## config.mk

```make
export PLATFORM = sky130hd
export DESIGN_NAME = saturation_agc_with_channel_trim_unit_flat
export DESIGN_NICKNAME = d
export VERILOG_FILES = /design/src/rtl/sagc_pkg.sv /design/src/rtl/sagc_in_if.sv /design/src/rtl/sagc_out_if.sv /design/src/rtl/sagc_cfg_if.sv /design/src/rtl/saturation_agc_with_channel_trim_unit.sv /design/src/rtl/sagc_ram.sv /design/src/rtl/sagc_ctrl.sv /design/src/rtl/sagc_dp.sv /design/src/flat_wrapper.sv
export SDC_FILE = /design/constraint.sdc
export NUM_CORES = 1
export LEC_CHECK = 0
export ABC_CLOCK_PERIOD_IN_PS = 8800
export BUFFER_PORTS_ARGS = -buffer_cell sky130_fd_sc_hd__buf_4
export CORE_ASPECT_RATIO = 0.6
export CORE_MARGIN = 2
export CORE_UTILIZATION = 29
export DETAILED_ROUTE_END_ITERATION = 12
export SYNTH_ARGS = -nofsm -noshare
export SYNTH_HDL_FRONTEND = slang
export SYNTH_HIERARCHICAL = 1
export SYNTH_SLANG_ARGS = --single-unit
```

## constraint.sdc

```tcl
create_clock -name clk -period 8.8 [get_ports clk]
set_input_delay 1.76 -clock clk [delete_from_list [all_inputs] [get_ports clk]]
set_output_delay 1.76 -clock clk [all_outputs]
set_load 0.01 [all_outputs]
```

## src/rtl/sagc_pkg.sv

```systemverilog
// shared types and constants for the saturation agc unit
// no dependencies; imported by every other file of the block but sagc_ram and the macro header
`timescale 1ns / 1ps
`default_nettype none

package sagc_pkg;

  // field widths
  localparam int OPCODE_W   = 2;
  localparam int TRIM_IDX_W = 4;
  localparam int TRIM_W     = 8;
  localparam int GAIN_W     = 7;
  localparam int HOLD_W     = 8;
  localparam int EVT_W      = 32;
  localparam int CHAN_W     = 4;
  localparam int CFG_IDX_W  = 3;
  localparam int CFG_DATA_W = 8;

  // reset values of loop state and registers
  localparam logic [GAIN_W-1:0] BASE_GAIN_RST  = 7'd30;
  localparam logic [GAIN_W-1:0] STEP_DOWN_RST  = 7'd4;
  localparam logic [GAIN_W-1:0] STEP_UP_RST    = 7'd1;
  localparam logic [GAIN_W-1:0] FLOOR_RST      = 7'd0;
  localparam logic [GAIN_W-1:0] CEIL_RST       = 7'd127;
  localparam logic [HOLD_W-1:0] HOLD_LIMIT_RST = 8'd4;

  // configuration register indexes
  localparam logic [CFG_IDX_W-1:0] CFG_ENABLE     = 3'd0;
  localparam logic [CFG_IDX_W-1:0] CFG_STEP_DOWN  = 3'd1;
  localparam logic [CFG_IDX_W-1:0] CFG_STEP_UP    = 3'd2;
  localparam logic [CFG_IDX_W-1:0] CFG_FLOOR      = 3'd3;
  localparam logic [CFG_IDX_W-1:0] CFG_CEILING    = 3'd4;
  localparam logic [CFG_IDX_W-1:0] CFG_HOLD_LIMIT = 3'd5;

  typedef enum logic [OPCODE_W-1:0] {
    OP_FRAME   = 2'd0,
    OP_TRIM_WR = 2'd1,
    OP_CLEAR   = 2'd2
  } opcode_t;

  typedef enum logic [1:0] {
    ST_IDLE,
    ST_EXEC,
    ST_EMIT
  } state_t;

  // controller to datapath
  typedef struct packed {
    logic capture;
    logic trim_wr;
    logic clear;
    logic update;
    logic load;
  } cmd_t;

  // datapath to controller
  typedef struct packed {
    opcode_t op;
    logic    slot_free;
    logic    last_ch;
  } sts_t;

endpackage

`default_nettype wire

```

## src/rtl/sagc_in_if.sv

```systemverilog
// request channel into the agc unit: frame, trim write or counter clear
// depends on sagc_pkg
`timescale 1ns / 1ps
`default_nettype none

interface sagc_in_if import sagc_pkg::*; ();
  logic                         valid;
  logic                         ready;
  logic [OPCODE_W-1:0]          opcode;
  logic                         saturated_in;
  logic [TRIM_IDX_W-1:0]        trim_index;
  logic signed [TRIM_W-1:0]     trim_value;

  modport source (output valid, opcode, saturated_in, trim_index, trim_value,
                  input ready);
  modport sink   (input valid, opcode, saturated_in, trim_index, trim_value,
                  output ready);
  modport mon    (input valid, ready, opcode, saturated_in, trim_index, trim_value);
endinterface

`default_nettype wire

```

## src/rtl/sagc_out_if.sv

```systemverilog
// result channel of the agc unit: one channel gain per channel of a frame request
// depends on sagc_pkg
`timescale 1ns / 1ps
`default_nettype none

interface sagc_out_if import sagc_pkg::*; ();
  logic              valid;
  logic              ready;
  logic [CHAN_W-1:0] channel;
  logic [GAIN_W-1:0] channel_gain;
  logic              last;
  logic [GAIN_W-1:0] base_gain_out;
  logic              saturated_out;
  logic [EVT_W-1:0]  event_count_out;

  modport source (output valid, channel, channel_gain, last, base_gain_out,
                  saturated_out, event_count_out, input ready);
  modport sink   (input valid, channel, channel_gain, last, base_gain_out,
                  saturated_out, event_count_out, output ready);
  modport mon    (input valid, ready, channel, channel_gain, last, base_gain_out,
                  saturated_out, event_count_out);
endinterface

`default_nettype wire

```

## src/rtl/sagc_cfg_if.sv

```systemverilog
// configuration write channel of the agc unit
// depends on sagc_pkg
`timescale 1ns / 1ps
`default_nettype none

interface sagc_cfg_if import sagc_pkg::*; ();
  logic                  valid;
  logic                  ready;
  logic [CFG_IDX_W-1:0]  index;
  logic [CFG_DATA_W-1:0] data;

  modport source (output valid, index, data, input ready);
  modport sink   (input valid, index, data, output ready);
endinterface

`default_nettype wire

```

## src/rtl/saturation_agc_with_channel_trim_unit.sv

```systemverilog
// top level of the saturation agc unit with per-channel trim
// depends on sagc_pkg, the channel interfaces, sagc_ctrl and sagc_dp
`timescale 1ns / 1ps
`default_nettype none

// Outer-loop receive AGC. A frame request (opcode 0) updates the base gain
// from its saturation flag when enabled, then returns NUM_CHANNELS results,
// one per channel, each the base gain plus that channel's signed trim,
// clamped to the floor and ceiling registers. Trim writes and counter clears
// return nothing. Timing: every request is executed in the cycle after it
// is taken; a frame then streams one result per cycle while the sink is
// ready. The channel counter walks the trim RAM one entry per loaded
// result through its single read port. One request is worked at a time;
// the next request is taken while the final result still waits in the
// output register. Configuration writes are always taken.

module saturation_agc_with_channel_trim_unit import sagc_pkg::*; #(
  parameter int NUM_CHANNELS = 16
) (
  input  wire logic clk,
  input  wire logic rst_n,
  sagc_in_if.sink   in_chan,
  sagc_out_if.source out_chan,
  sagc_cfg_if.sink  cfg_chan
);

  cmd_t cmd;
  sts_t sts;

  // sequencing
  sagc_ctrl u_ctrl (
    .clk      (clk),
    .rst_n    (rst_n),
    .in_valid (in_chan.valid),
    .in_ready (in_chan.ready),
    .sts      (sts),
    .cmd      (cmd)
  );

  // registers, loop state, trim store and output register
  sagc_dp #(
    .NUM_CHANNELS (NUM_CHANNELS)
  ) u_dp (
    .clk              (clk),
    .rst_n            (rst_n),
    .cmd              (cmd),
    .sts              (sts),
    .in_opcode        (in_chan.opcode),
    .in_saturated     (in_chan.saturated_in),
    .in_trim_index    (in_chan.trim_index),
    .in_trim_value    (in_chan.trim_value),
    .cfg_valid        (cfg_chan.valid),
    .cfg_ready        (cfg_chan.ready),
    .cfg_index        (cfg_chan.index),
    .cfg_data         (cfg_chan.data),
    .out_valid        (out_chan.valid),
    .out_ready        (out_chan.ready),
    .out_channel      (out_chan.channel),
    .out_channel_gain (out_chan.channel_gain),
    .out_last         (out_chan.last),
    .out_base_gain    (out_chan.base_gain_out),
    .out_saturated    (out_chan.saturated_out),
    .out_event_count  (out_chan.event_count_out)
  );

endmodule

`default_nettype wire

```

## src/rtl/sagc_ram.sv

```systemverilog
// generic single-write, single-read ram with registered read data
// no dependencies
`timescale 1ns / 1ps
`default_nettype none

module sagc_ram #(
  parameter int WIDTH = 8,
  parameter int DEPTH = 16,
  parameter int AW    = (DEPTH > 1) ? $clog2(DEPTH) : 1
) (
  input  wire logic             clk,
  input  wire logic             wr_en,
  input  wire logic [AW-1:0]    wr_addr,
  input  wire logic [WIDTH-1:0] wr_data,
  input  wire logic [AW-1:0]    rd_addr,
  output logic      [WIDTH-1:0] rd_data
);

  logic [WIDTH-1:0] mem_r [DEPTH];
  logic [WIDTH-1:0] rd_data_r;

  // write port
  always_ff @(posedge clk) begin
    if (wr_en) begin
      mem_r[wr_addr] <= wr_data;
    end
  end

  // registered read port
  always_ff @(posedge clk) begin
    rd_data_r <= mem_r[rd_addr];
  end

  assign rd_data = rd_data_r;

endmodule

`default_nettype wire

```

## src/rtl/sagc_ctrl.sv

```systemverilog
// controller state machine of the agc unit
// depends on sagc_pkg; drives commands into sagc_dp
`timescale 1ns / 1ps
`default_nettype none

module sagc_ctrl import sagc_pkg::*; (
  input  wire logic clk,
  input  wire logic rst_n,
  input  wire logic in_valid,
  output logic      in_ready,
  input  wire sts_t sts,
  output cmd_t      cmd
);

  state_t state_r;
  state_t state_nxt;

  always_ff @(posedge clk) begin
    if (!rst_n) begin
      state_r <= ST_IDLE;
    end else begin
      state_r <= state_nxt;
    end
  end

  // next state
  always_comb begin
    state_nxt = state_r;
    case (state_r)
      ST_IDLE: begin
        if (in_valid) begin
          state_nxt = ST_EXEC;
        end
      end
      ST_EXEC: begin
        if (sts.op == OP_FRAME) begin
          state_nxt = ST_EMIT;
        end else begin
          state_nxt = ST_IDLE;
        end
      end
      ST_EMIT: begin
        if (sts.slot_free && sts.last_ch) begin
          state_nxt = ST_IDLE;
        end
      end
      default: state_nxt = ST_IDLE;
    endcase
  end

  // outputs
  always_comb begin
    cmd      = '0;
    in_ready = 1'b0;
    case (state_r)
      ST_IDLE: begin
        in_ready    = 1'b1;
        cmd.capture = in_valid;
      end
      ST_EXEC: begin
        case (sts.op)
          OP_FRAME:   cmd.update  = 1'b1;
          OP_TRIM_WR: cmd.trim_wr = 1'b1;
          OP_CLEAR:   cmd.clear   = 1'b1;
          default:    cmd         = '0;
        endcase
      end
      ST_EMIT: begin
        cmd.load = sts.slot_free;
      end
      default: cmd = '0;
    endcase
  end

endmodule

`default_nettype wire

```

## src/rtl/sagc_dp.sv

```systemverilog
// datapath of the agc unit: registers, loop state, trim ram, channel walk
// depends on sagc_pkg and sagc_ram; commanded by sagc_ctrl
`timescale 1ns / 1ps
`default_nettype none

module sagc_dp import sagc_pkg::*; #(
  parameter int NUM_CHANNELS = 16
) (
  input  wire logic                     clk,
  input  wire logic                     rst_n,
  input  wire cmd_t                     cmd,
  output sts_t                          sts,
  // request payload
  input  wire logic [OPCODE_W-1:0]      in_opcode,
  input  wire logic                     in_saturated,
  input  wire logic [TRIM_IDX_W-1:0]    in_trim_index,
  input  wire logic signed [TRIM_W-1:0] in_trim_value,
  // configuration writes
  input  wire logic                     cfg_valid,
  output logic                          cfg_ready,
  input  wire logic [CFG_IDX_W-1:0]     cfg_index,
  input  wire logic [CFG_DATA_W-1:0]    cfg_data,
  // result channel
  output logic                          out_valid,
  input  wire logic                     out_ready,
  output logic [CHAN_W-1:0]             out_channel,
  output logic [GAIN_W-1:0]             out_channel_gain,
  output logic                          out_last,
  output logic [GAIN_W-1:0]             out_base_gain,
  output logic                          out_saturated,
  output logic [EVT_W-1:0]              out_event_count
);

  localparam int IDX_W = (NUM_CHANNELS > 1) ? $clog2(NUM_CHANNELS) : 1;

  // configuration registers
  logic              enable_r;
  logic [GAIN_W-1:0] step_down_r;
  logic [GAIN_W-1:0] step_up_r;
  logic [GAIN_W-1:0] floor_r;
  logic [GAIN_W-1:0] ceil_r;
  logic [HOLD_W-1:0] hold_limit_r;

  // captured request
  opcode_t                  op_r;
  logic                     sat_r;
  logic [TRIM_IDX_W-1:0]    tidx_r;
  logic signed [TRIM_W-1:0] tval_r;

  // loop state
  logic [GAIN_W-1:0] base_r, base_nxt;
  logic [HOLD_W-1:0] hold_r, hold_nxt;
  logic              last_sat_r, last_sat_nxt;
  logic [EVT_W-1:0]  evt_r, evt_nxt;

  // channel walk and trim store
  logic [IDX_W-1:0]        cnt_r, cnt_nxt;
  logic [IDX_W-1:0]        rd_addr;
  logic [IDX_W-1:0]        wr_addr;
  logic [31:0]             tidx_ext;
  logic [31:0]             cnt_ext;
  logic                    wr_ok;
  logic                    wr_en;
  logic [NUM_CHANNELS-1:0] vld_r;
  logic                    vld_rd_r;
  logic [TRIM_W-1:0]       ram_rd;
  logic signed [TRIM_W-1:0] trim_eff;

  // arithmetic
  logic [GAIN_W:0]         down_lim;
  logic [GAIN_W:0]         up_sum;
  logic [HOLD_W-1:0]       hold_inc;
  logic signed [GAIN_W+1:0] raw_gain;
  logic [GAIN_W-1:0]       ch_gain;

  // output register
  logic              out_valid_r;
  logic [CHAN_W-1:0] out_channel_r;
  logic [GAIN_W-1:0] out_gain_r;
  logic              out_last_r;
  logic [GAIN_W-1:0] out_base_r;
  logic              out_sat_r;
  logic [EVT_W-1:0]  out_evt_r;
  logic              slot_free;

  // configuration port, always ready
  assign cfg_ready = 1'b1;

  always_ff @(posedge clk) begin
    if (!rst_n) begin
      enable_r     <= 1'b0;
      step_down_r  <= STEP_DOWN_RST;
      step_up_r    <= STEP_UP_RST;
      floor_r      <= FLOOR_RST;
      ceil_r       <= CEIL_RST;
      hold_limit_r <= HOLD_LIMIT_RST;
    end else if (cfg_valid) begin
      case (cfg_index)
        CFG_ENABLE:     enable_r     <= cfg_data[0];
        CFG_STEP_DOWN:  step_down_r  <= cfg_data[GAIN_W-1:0];
        CFG_STEP_UP:    step_up_r    <= cfg_data[GAIN_W-1:0];
        CFG_FLOOR:      floor_r      <= cfg_data[GAIN_W-1:0];
        CFG_CEILING:    ceil_r       <= cfg_data[GAIN_W-1:0];
        CFG_HOLD_LIMIT: hold_limit_r <= cfg_data[HOLD_W-1:0];
        default: ;
      endcase
    end
  end

  // request capture
  always_ff @(posedge clk) begin
    if (cmd.capture) begin
      op_r   <= opcode_t'(in_opcode);
      sat_r  <= in_saturated;
      tidx_r <= in_trim_index;
      tval_r <= in_trim_value;
    end
  end

  // attack / release arithmetic
  assign down_lim = {1'b0, step_down_r} + {1'b0, floor_r};
  assign up_sum   = {1'b0, base_r} + {1'b0, step_up_r};
  assign hold_inc = hold_r + 8'd1;

  always_comb begin
    base_nxt     = base_r;
    hold_nxt     = hold_r;
    last_sat_nxt = last_sat_r;
    evt_nxt      = evt_r;
    if (cmd.clear) begin
      hold_nxt     = '0;
      last_sat_nxt = 1'b0;
      evt_nxt      = '0;
    end else if (cmd.update && enable_r) begin
      last_sat_nxt = sat_r;
      if (sat_r) begin
        evt_nxt  = evt_r + 32'd1;
        hold_nxt = '0;
        if ({1'b0, base_r} >= down_lim) begin
          base_nxt = base_r - step_down_r;
        end else begin
          base_nxt = floor_r;
        end
      end else if (hold_inc >= hold_limit_r) begin
        hold_nxt = '0;
        if (up_sum <= {1'b0, ceil_r}) begin
          base_nxt = up_sum[GAIN_W-1:0];
        end else begin
          base_nxt = ceil_r;
        end
      end else begin
        hold_nxt = hold_inc;
      end
    end
  end

  always_ff @(posedge clk) begin
    if (!rst_n) begin
      base_r     <= BASE_GAIN_RST;
      hold_r     <= '0;
      last_sat_r <= 1'b0;
      evt_r      <= '0;
    end else begin
      base_r     <= base_nxt;
      hold_r     <= hold_nxt;
      last_sat_r <= last_sat_nxt;
      evt_r      <= evt_nxt;
    end
  end

  // trim write address, indexes beyond the channel count are dropped
  assign tidx_ext = 32'(tidx_r);
  assign wr_ok    = (tidx_ext < NUM_CHANNELS);
  assign wr_addr  = tidx_ext[IDX_W-1:0];
  assign wr_en    = cmd.trim_wr && wr_ok;

  // channel counter, read address runs one ahead when a result is loaded
  assign rd_addr = cmd.load ? (cnt_r + IDX_W'(1)) : cnt_r;

  always_comb begin
    cnt_nxt = cnt_r;
    if (cmd.capture) begin
      cnt_nxt = '0;
    end else if (cmd.load) begin
      cnt_nxt = cnt_r + IDX_W'(1);
    end
  end

  always_ff @(posedge clk) begin
    if (!rst_n) begin
      cnt_r <= '0;
    end else begin
      cnt_r <= cnt_nxt;
    end
  end

  // valid bits stand in for the cleared trim store after reset
  always_ff @(posedge clk) begin
    if (!rst_n) begin
      vld_r <= '0;
    end else if (wr_en) begin
      vld_r[wr_addr] <= 1'b1;
    end
  end

  always_ff @(posedge clk) begin
    if (32'(rd_addr) < NUM_CHANNELS) begin
      vld_rd_r <= vld_r[rd_addr];
    end else begin
      vld_rd_r <= 1'b0;
    end
  end

  sagc_ram #(
    .WIDTH (TRIM_W),
    .DEPTH (NUM_CHANNELS),
    .AW    (IDX_W)
  ) u_trim_ram (
    .clk     (clk),
    .wr_en   (wr_en),
    .wr_addr (wr_addr),
    .wr_data (tval_r),
    .rd_addr (rd_addr),
    .rd_data (ram_rd)
  );

  // channel gain: base plus signed trim, clamped floor first
  assign trim_eff = vld_rd_r ? signed'(ram_rd) : '0;
  assign raw_gain = signed'({2'b00, base_r}) + signed'({trim_eff[TRIM_W-1], trim_eff});

  always_comb begin
    if (raw_gain < signed'({2'b00, floor_r})) begin
      ch_gain = floor_r;
    end else if (raw_gain > signed'({2'b00, ceil_r})) begin
      ch_gain = ceil_r;
    end else begin
      ch_gain = raw_gain[GAIN_W-1:0];
    end
  end

  // output register
  assign slot_free = !out_valid_r || out_ready;
  assign cnt_ext   = 32'(cnt_r);

  always_ff @(posedge clk) begin
    if (!rst_n) begin
      out_valid_r <= 1'b0;
    end else if (cmd.load) begin
      out_valid_r <= 1'b1;
    end else if (out_ready) begin
      out_valid_r <= 1'b0;
    end
  end

  always_ff @(posedge clk) begin
    if (cmd.load) begin
      out_channel_r <= cnt_ext[CHAN_W-1:0];
      out_gain_r    <= ch_gain;
      out_last_r    <= sts.last_ch;
      out_base_r    <= base_r;
      out_sat_r     <= last_sat_r;
      out_evt_r     <= evt_r;
    end
  end

  assign out_valid        = out_valid_r;
  assign out_channel      = out_channel_r;
  assign out_channel_gain = out_gain_r;
  assign out_last         = out_last_r;
  assign out_base_gain    = out_base_r;
  assign out_saturated    = out_sat_r;
  assign out_event_count  = out_evt_r;

  // status to controller
  assign sts.op        = op_r;
  assign sts.slot_free = slot_free;
  assign sts.last_ch   = (cnt_r == IDX_W'(NUM_CHANNELS - 1));

endmodule

`default_nettype wire

```

## src/flat_wrapper.sv

```systemverilog
// flat-port wrapper written by rule: the top's interface ports become plain ports
module saturation_agc_with_channel_trim_unit_flat import sagc_pkg::*;
#(
  parameter int NUM_CHANNELS = 16
)
  (clk, rst_n, in_chan_valid, in_chan_opcode, in_chan_saturated_in, in_chan_trim_index, in_chan_trim_value, in_chan_ready, out_chan_valid, out_chan_channel, out_chan_channel_gain, out_chan_last, out_chan_base_gain_out, out_chan_saturated_out, out_chan_event_count_out, out_chan_ready, cfg_chan_valid, cfg_chan_index, cfg_chan_data, cfg_chan_ready);
  sagc_in_if in_chan_i ();
  sagc_out_if out_chan_i ();
  sagc_cfg_if cfg_chan_i ();
  input  wire logic clk;
  input  wire logic rst_n;
  input wire logic [$bits(in_chan_i.valid)-1:0] in_chan_valid;
  input wire logic [$bits(in_chan_i.opcode)-1:0] in_chan_opcode;
  input wire logic [$bits(in_chan_i.saturated_in)-1:0] in_chan_saturated_in;
  input wire logic [$bits(in_chan_i.trim_index)-1:0] in_chan_trim_index;
  input wire logic [$bits(in_chan_i.trim_value)-1:0] in_chan_trim_value;
  output wire logic [$bits(in_chan_i.ready)-1:0] in_chan_ready;
  output wire logic [$bits(out_chan_i.valid)-1:0] out_chan_valid;
  output wire logic [$bits(out_chan_i.channel)-1:0] out_chan_channel;
  output wire logic [$bits(out_chan_i.channel_gain)-1:0] out_chan_channel_gain;
  output wire logic [$bits(out_chan_i.last)-1:0] out_chan_last;
  output wire logic [$bits(out_chan_i.base_gain_out)-1:0] out_chan_base_gain_out;
  output wire logic [$bits(out_chan_i.saturated_out)-1:0] out_chan_saturated_out;
  output wire logic [$bits(out_chan_i.event_count_out)-1:0] out_chan_event_count_out;
  input wire logic [$bits(out_chan_i.ready)-1:0] out_chan_ready;
  input wire logic [$bits(cfg_chan_i.valid)-1:0] cfg_chan_valid;
  input wire logic [$bits(cfg_chan_i.index)-1:0] cfg_chan_index;
  input wire logic [$bits(cfg_chan_i.data)-1:0] cfg_chan_data;
  output wire logic [$bits(cfg_chan_i.ready)-1:0] cfg_chan_ready;
  assign in_chan_i.valid = in_chan_valid;
  assign in_chan_i.opcode = in_chan_opcode;
  assign in_chan_i.saturated_in = in_chan_saturated_in;
  assign in_chan_i.trim_index = in_chan_trim_index;
  assign in_chan_i.trim_value = in_chan_trim_value;
  assign in_chan_ready = in_chan_i.ready;
  assign out_chan_valid = out_chan_i.valid;
  assign out_chan_channel = out_chan_i.channel;
  assign out_chan_channel_gain = out_chan_i.channel_gain;
  assign out_chan_last = out_chan_i.last;
  assign out_chan_base_gain_out = out_chan_i.base_gain_out;
  assign out_chan_saturated_out = out_chan_i.saturated_out;
  assign out_chan_event_count_out = out_chan_i.event_count_out;
  assign out_chan_i.ready = out_chan_ready;
  assign cfg_chan_i.valid = cfg_chan_valid;
  assign cfg_chan_i.index = cfg_chan_index;
  assign cfg_chan_i.data = cfg_chan_data;
  assign cfg_chan_ready = cfg_chan_i.ready;
  saturation_agc_with_channel_trim_unit #(.NUM_CHANNELS(NUM_CHANNELS)) u_core (.clk(clk), .rst_n(rst_n), .in_chan(in_chan_i), .out_chan(out_chan_i), .cfg_chan(cfg_chan_i));
endmodule
```

# After elaboration in Yosys (flattened, before gate mapping)
# Memories as Yosys holds them, arrays and structs flattened. A register that Yosys moved wholly into a read port is not among the register bits.
# Cells that the tools add are included.
# totals
in_bits	31
mem_count	1
ramBits	128
wordCells	108
reg_bits	176
out_inout_bits	55
# memory_table
memory	depth	word_bits	rd	rd_ports_with_merged_regs	wr	line_no	source
u_core.u_dp.u_trim_ram.mem_r	16	8	1	1	1	sagc_ram.sv:19	logic [WIDTH-1:0] mem_r [DEPTH];
# classes
n_addsub	7
bitwise	3
mux	29
n_eq_ne	12
magnitude_cmp	9
reduce_logical	22
# op_table
operator	n
2-to-1 mux 7 bit	6
adder 32 x 1 -> 32 bit, second input constant	1
2-to-1 mux 8 bit	3
adder 7 x 7 -> 8 bit	2
bitwise OR 16 bit	1
AND reduction 2 bit	8
< comparator 4 x 5 -> 1 bit, second input constant	3
2-to-1 mux 1 bit	12
adder 8 x 8 -> 9 bit	1
greater-than comparator 9 x 8 -> 1 bit	1
< comparator 9 x 8 -> 1 bit	1
adder 8 x 1 -> 8 bit, second input constant	1
>= comparator 7 x 8 -> 1 bit	1
>= comparator 8 bit	1
<= comparator 8 x 7 -> 1 bit	1
subtractor 7 bit	1
equality test 3 x 2 -> 1 bit, second input constant	2
equality test 3 bit, second input constant	2
2-to-1 mux 2 bit	3
one-hot mux 2 bit (3 select lines)	1
adder 4 x 1 -> 4 bit, second input constant	1
binary-select mux 1 bit (select 4 bit)	1
demux 1 bit (select 4 bit)	1
equality test 2 x 1 -> 1 bit, second input constant	2
16 further kinds	25

# Logic depth before layout (Yosys ltp)
# depth
ltp_word	6
mapped_depth	18

# By module
# Netlist, hierarchy kept.
# by_module_without_submodules
mod	seq_area_each_um2	n_inst	cells_per_inst	area_per_inst_um2
sagc_dp	4154.0	1	856	8750.9
sagc_ram	4003.8	1	229	5147.4
sagc_ctrl	40.0	1	13	126.4

# Worst setup path after synthesis
# OpenSTA, ideal clock, no wires.
# synth_path
kind	input to register
startpoint	input out_chan_ready
endpoint	register u_core.u_dp.u_trim_ram.rd_data_r[1] (netlist: u_core/u_dp/u_trim_ram/rd_data[1]), read port of u_core.u_dp.u_trim_ram.mem_r
path_slack_ns	2.422
required_ns	8.680
setup_ns	0.120
cell_stages	11
t_arrival_ns	6.258
cell_sequence	nand2b_1 buf_4 inv_1 nor2_1 buf_2 xor2_2 buf_6 buf_6 mux4_1 a22oi_1 nand2_1
# synth_rtl
element	line_no	source
start, declared	flat_wrapper.sv:25	input wire logic [$bits(out_chan_i.ready)-1:0] out_chan_ready;
end, declared	sagc_ram.sv:20	logic [WIDTH-1:0] rd_data_r;

# Worst setup path in the final report
# layout_path
startpoint	register u_core.u_dp.vld_rd_r
endpoint	register u_core.u_dp.out_gain_r[3] (netlist: u_core/u_dp/out_channel_gain[3]), data pin
# layout_between
elab_chain_len	5
elab_cells_between_ends	6
classes_between	add/sub (1); order compare (2); mux (3)
# layout_lines
element	line_no	source
start, declared	sagc_dp.sv:65	logic vld_rd_r;
start signal, assigned	sagc_dp.sv:208	vld_rd_r <= vld_r[rd_addr];
2-to-1 mux 8 bit (*)	sagc_dp.sv:228	assign trim_eff = vld_rd_r ? signed'(ram_rd) : '0;
adder 8 x 8 -> 9 bit (*)	sagc_dp.sv:229	assign raw_gain = signed'({2'b00, base_r}) + signed'({trim_eff[TRIM_W-1], trim_eff});
greater-than comparator 9 x 8 -> 1 bit	sagc_dp.sv:234	end else if (raw_gain > signed'({2'b00, ceil_r})) begin
2-to-1 mux 7 bit	sagc_dp.sv:234	
2-to-1 mux 7 bit (*)	sagc_dp.sv:232	if (raw_gain < signed'({2'b00, floor_r})) begin
net u_core.u_dp.ch_gain[3]	sagc_dp.sv:74	logic [GAIN_W-1:0] ch_gain;
end signal, assigned	sagc_dp.sv:258	out_gain_r <= ch_gain;
end, declared	sagc_dp.sv:79	logic [GAIN_W-1:0] out_gain_r;
# Mark *: on every way through the listed nets, which the timed path passes. The rest lies on a longest branch.
# A chain may end at the register's enable or synchronous reset.

==> results.md <==
Outcome:
- The flow ran to the end, and the final reports show no timing, DRC or antenna violations.

Synth:
- The post-synthesis adder-cell area fraction is 0.0637.
- The synthesized design contains between 300 and 400 register bits.
- In the synthesized netlist the async set-or-reset flop fraction comes to 0.
- The gate count of the mapped netlist is between 1k and 1.5k.
- The number of flops mapped to enable cells by yosys is between 150 and 200.
- In the post-synthesis netlist, the biggest area contributors are edfxtp_1 42%, dfxtp_1 17%, ha_1 5.8%.
- The top cell type by total area after synthesis is edfxtp_1.
- The portion of synthesized area spent on multiplexers is 0.0848.
- The share of synthesized area in the top cell type comes to 0.418.
- The Yosys warning count is 6.
- The dominant combinational cell family by area after synthesis is simple AND/OR/NAND/NOR gates.
- Averaged over all synthesized cells, the footprint is ~13 sq um.
- The post-synthesis compound-gate area fraction is 0.0876.
- The sequential fraction of the synthesis area is 0.585.
- Of the total synthesized cell area, the portion taken by AND, OR, NAND and NOR gates is 0.122.
- The synthesized netlist occupies a cell area of approximately 14,000 sq um.
- The xor and xnor area share after synthesis is 0.0318.
- Synthesis produced a netlist with a net count of roughly 1.2k.
- The commonest cells after synthesis are 195 x edfxtp_1, 117 x dfxtp_1, 90 x nand2_1.
- The netlist uses 75 different library cells.
- Among all flip-flop cells after synthesis, the most frequent one is edfxtp_1.
- The most frequent cell after synthesis is edfxtp_1.

Worst setup path:
- The kind of start point of the critical path is a register.
- STA classifies the critical path endpoint as a register.
- The worst path buffer plus inverter count is 0.
- The delay of the slowest cell on the worst path is approximately 1.0 ns.
- The cell family with the largest share of critical-path delay is simple AND/OR/NAND/NOR gates.
- The signal on the critical path passes through and2_1, ha_1, fa_1, a211oi_1, nor2_1, o21a_1, nor2_1, xnor2_1, ha_1, a2111o_1, o21ai_0, nand2_1, nor4b_1, nand2b_1, o221a_2.
- Among all stages on the critical path, the largest delay is contributed by nor4b_1.
- Of all nets on the critical path, the largest fanout is 8.
- The endpoint required time on the critical path is slightly above 9 ns.
- The startpoint-to-endpoint class of the critical path is reg -> reg.
- The arrival time reported for the critical path endpoint is 4.81 ns.

Clocking:
- After clock tree synthesis, the clock-pin slew on the worst setup and hold paths is approximately 0.07 ns.
- CTS built an H-tree with a depth of 1.
- The clock passes through at most 3 buffers.
- The number of buffers added by the clock tree synthesis step is 31.
- The number of setup buffers added after CTS is 0.
- In this run, post-CTS repair resized a total of 0 instances.
- The clock net in this run drives a total of about 310 sinks.
- The root cell of the clock tree is clkbuf_16.
- The clock insertion delay at the later pin of the skew report is between 0.5 and 0.6 ns.
- TritonCTS built the clock tree.
- The number of hold buffers added after CTS is 0.

Die:
- The floorplan step defined a die boundary enclosing roughly 50,000 sq um.
- The die extent in y is around 170 um.
- The cell row count is 62.
- The placeable core region is 47,800 sq um.
- From left edge to right edge, the die measures ~290 um.
- The I/O pin count is 86.
- The initial core utilization is 0.293.

Pwr:
- The power share of the sequential group is 0.523.
- The worst supply voltage drop on vdd is 0.000157 V.
- The net load switching power is just under 700 uW.
- In this run the static leakage power is 0.00592 uW.
- The completed layout was analyzed and its total power is 3040 uW.
- Dividing total power by cell area gives a power density of approximately 190 nW/um^2.
- Internal power comes to about 2400 uW.
- The switching fraction of total power is 0.225.
- The combinational group share of total power is 0.040.
- Of the total power, the clock network draws 0.437.

Finish:
- The finished layout holds approximately 1.9k standard cells, fillers aside.
- The total number of nets in the final design is roughly 1.3k.
- From synthesis to final layout, the design area changed by 16.9%.
- The final-layout fill cell count is 4,687.
- The multi-input combinational cells in the finished layout cover a total of ~5500 sq um.
- The fraction of layout instances using a drive strength above 1 is 0.159.
- Summing all flip-flop and latch instances after layout gives a little over 8000 sq um.
- The number of antenna diodes in the final layout is 0.

Worst hold path:
- The path class of the tightest hold or removal check is reg -> reg.

Placed design:
- The placement-stage worst setup slack is a little under 4 ns.
- The HPWL after detailed placement is roughly 23,000 um.
- The placed cell count is 1,797.
- The final RePlAce weighted congestion is around 0.83.
- Buffers placed on the I/O ports in this run total 84.

Routing:
- Wires add up to between 30,000 and 40,000 um.
- The number of detailed-route iterations in the first pass is 6.
- The post-route antenna net violation count is 0.
- After detailed routing, the average wire length per cell comes to ~18 um.
- Across all layers, the routed design uses between 9k and 10k vias.
- The number of design rule violations left after detail routing is 0.
- Dividing the detail-routed via count by the number of cells gives ~5.
- After the first detailed-routing iteration, the DRC count stood at 867.

Timing:
- The relative slew slack is 0.158.
- The share of the cycle needed by the critical path after routing is 0.510.
- Setup repair after global routing left no endpoint under its margin.
- Adding up every negative setup slack in the final design gives 0 ns.
- The max-slew violation count is 0.
- The final count of negative-setup-slack endpoints is 0.
- For the pin with the worst max-slew slack, the measured transition is between 1 and 1.5 ns.
- After layout, the worst setup slack is 4.31 ns.
- Static timing analysis puts the maximum clock frequency at ~220 MHz.
- The final critical path time including I/O delays and setup is approximately 4.5 ns.
- The hold violation count in the final report is 0.
- Between clock sinks in the finished design, the worst skew comes to about 0.018 ns.

Global route:
- The total congestion overflow after global routing is 0.
- The via count of the first global-routing pass is between 8k and 9k.
- The wire length of the first global-routing pass is 51,400 um.
- The initial antenna violation count was 0.
- For this run, the total global-route usage over all layers was measured as 0.131.
- The maximum number of pins on one net before global-route repair is 58.

Flow run:
- The number of max-cap violations is 0.
logic make-up after synthesis:
kind of cell,Yosys count
mux,71
fa+ha+maj,69
flops,312
buf+inv,81
other cells,1
xor+xnor,50
compound gates,181
simple gates,333
sequential cells by signal, indices dropped and copies added, names as in the netlist, 8 cells and up:
name,flops
u_core/u_dp/u_trim_ram/rd_data,8
u_core/u_dp/tval_r,8
u_core/u_dp/vld_r,16
u_core/u_dp/hold_r,8
u_core/u_dp/u_trim_ram/mem_r,128
u_core/u_dp/hold_limit_r,8
u_core/u_dp/out_event_count,32
u_core/u_dp/evt_r,32
through the flow:
| step | utilization | hold WS (ns) | instance area (sq um) |
|---|---|---|---|
| detailed placement | 0.322 | 0.425 | 15400 |
| finish | 0.343 | 0.439 | 16400 |
| global placement | 0.322 | 0.426 | 15400 |
| global route | 0.343 | 0.463 | 16400 |
| CTS | 0.343 | 0.441 | 16400 |
| floorplan | - | 0.409 | 14000 |
power by group through the flow:
stage                     Combinational (uW)  Sequential, uW  Clock [uW]
after floorplan                         78.6            1610           0
after global placement                   119            1620           0
after detailed placement                 122            1620           0
after CTS                                122            1590        1360
after global routing                     133            1590        1420
final                                    122            1590        1330
placed cells by master (no fill, tap or decap), drive strengths merged, types with 36 or more instances in the layout:
cell type | Yosys | layout
edfxtp | 195 | 195
dfxtp | 117 | 117
nand2 | 90 | 90
buf | 12 | 89
nor2 | 72 | 72
ha | 65 | 65
inv | 50 | 54
a21oi | 43 | 43
mux2i | 37 | 37
clkbuf | 15 | 36
area by class of cell:
class,instances,area share
clock inverters,21,0.0120
well taps,640,0.0489
inverters,51,0.0117
repair buffers,89,0.0408
multi-input cells,705,0.336
clock buffers,36,0.0503
flip-flops and latches,312,0.500
metal layers:
layer  track usage  vias up  wire length, um
met5             0        -                0
met2         0.183      292            13500
met3        0.0253       40             2250
li1              -     4266                -
met4        0.0250        0              522
met1         0.208     4466            17000
path summary, 6_finish.rpt:
path,start,slack (ns),cells past startpoint,end
hold / removal,u_core/u_dp/last_sat_r$_SDFFE_PP0P_,0.44,0,u_core/u_dp/out_saturated$_DFFE_PP_
hold reg to reg,u_core/u_dp/last_sat_r$_SDFFE_PP0P_,0.44,0,u_core/u_dp/out_saturated$_DFFE_PP_
setup reg to reg,u_core/u_dp/vld_rd_r$_DFF_P_,4.31,15,u_core/u_dp/out_channel_gain[3]$_DFFE_PP_
setup / recovery,u_core/u_dp/vld_rd_r$_DFF_P_,4.31,15,u_core/u_dp/out_channel_gain[3]$_DFFE_PP_
No activity file was read; power rests on OpenSTA's default activity.
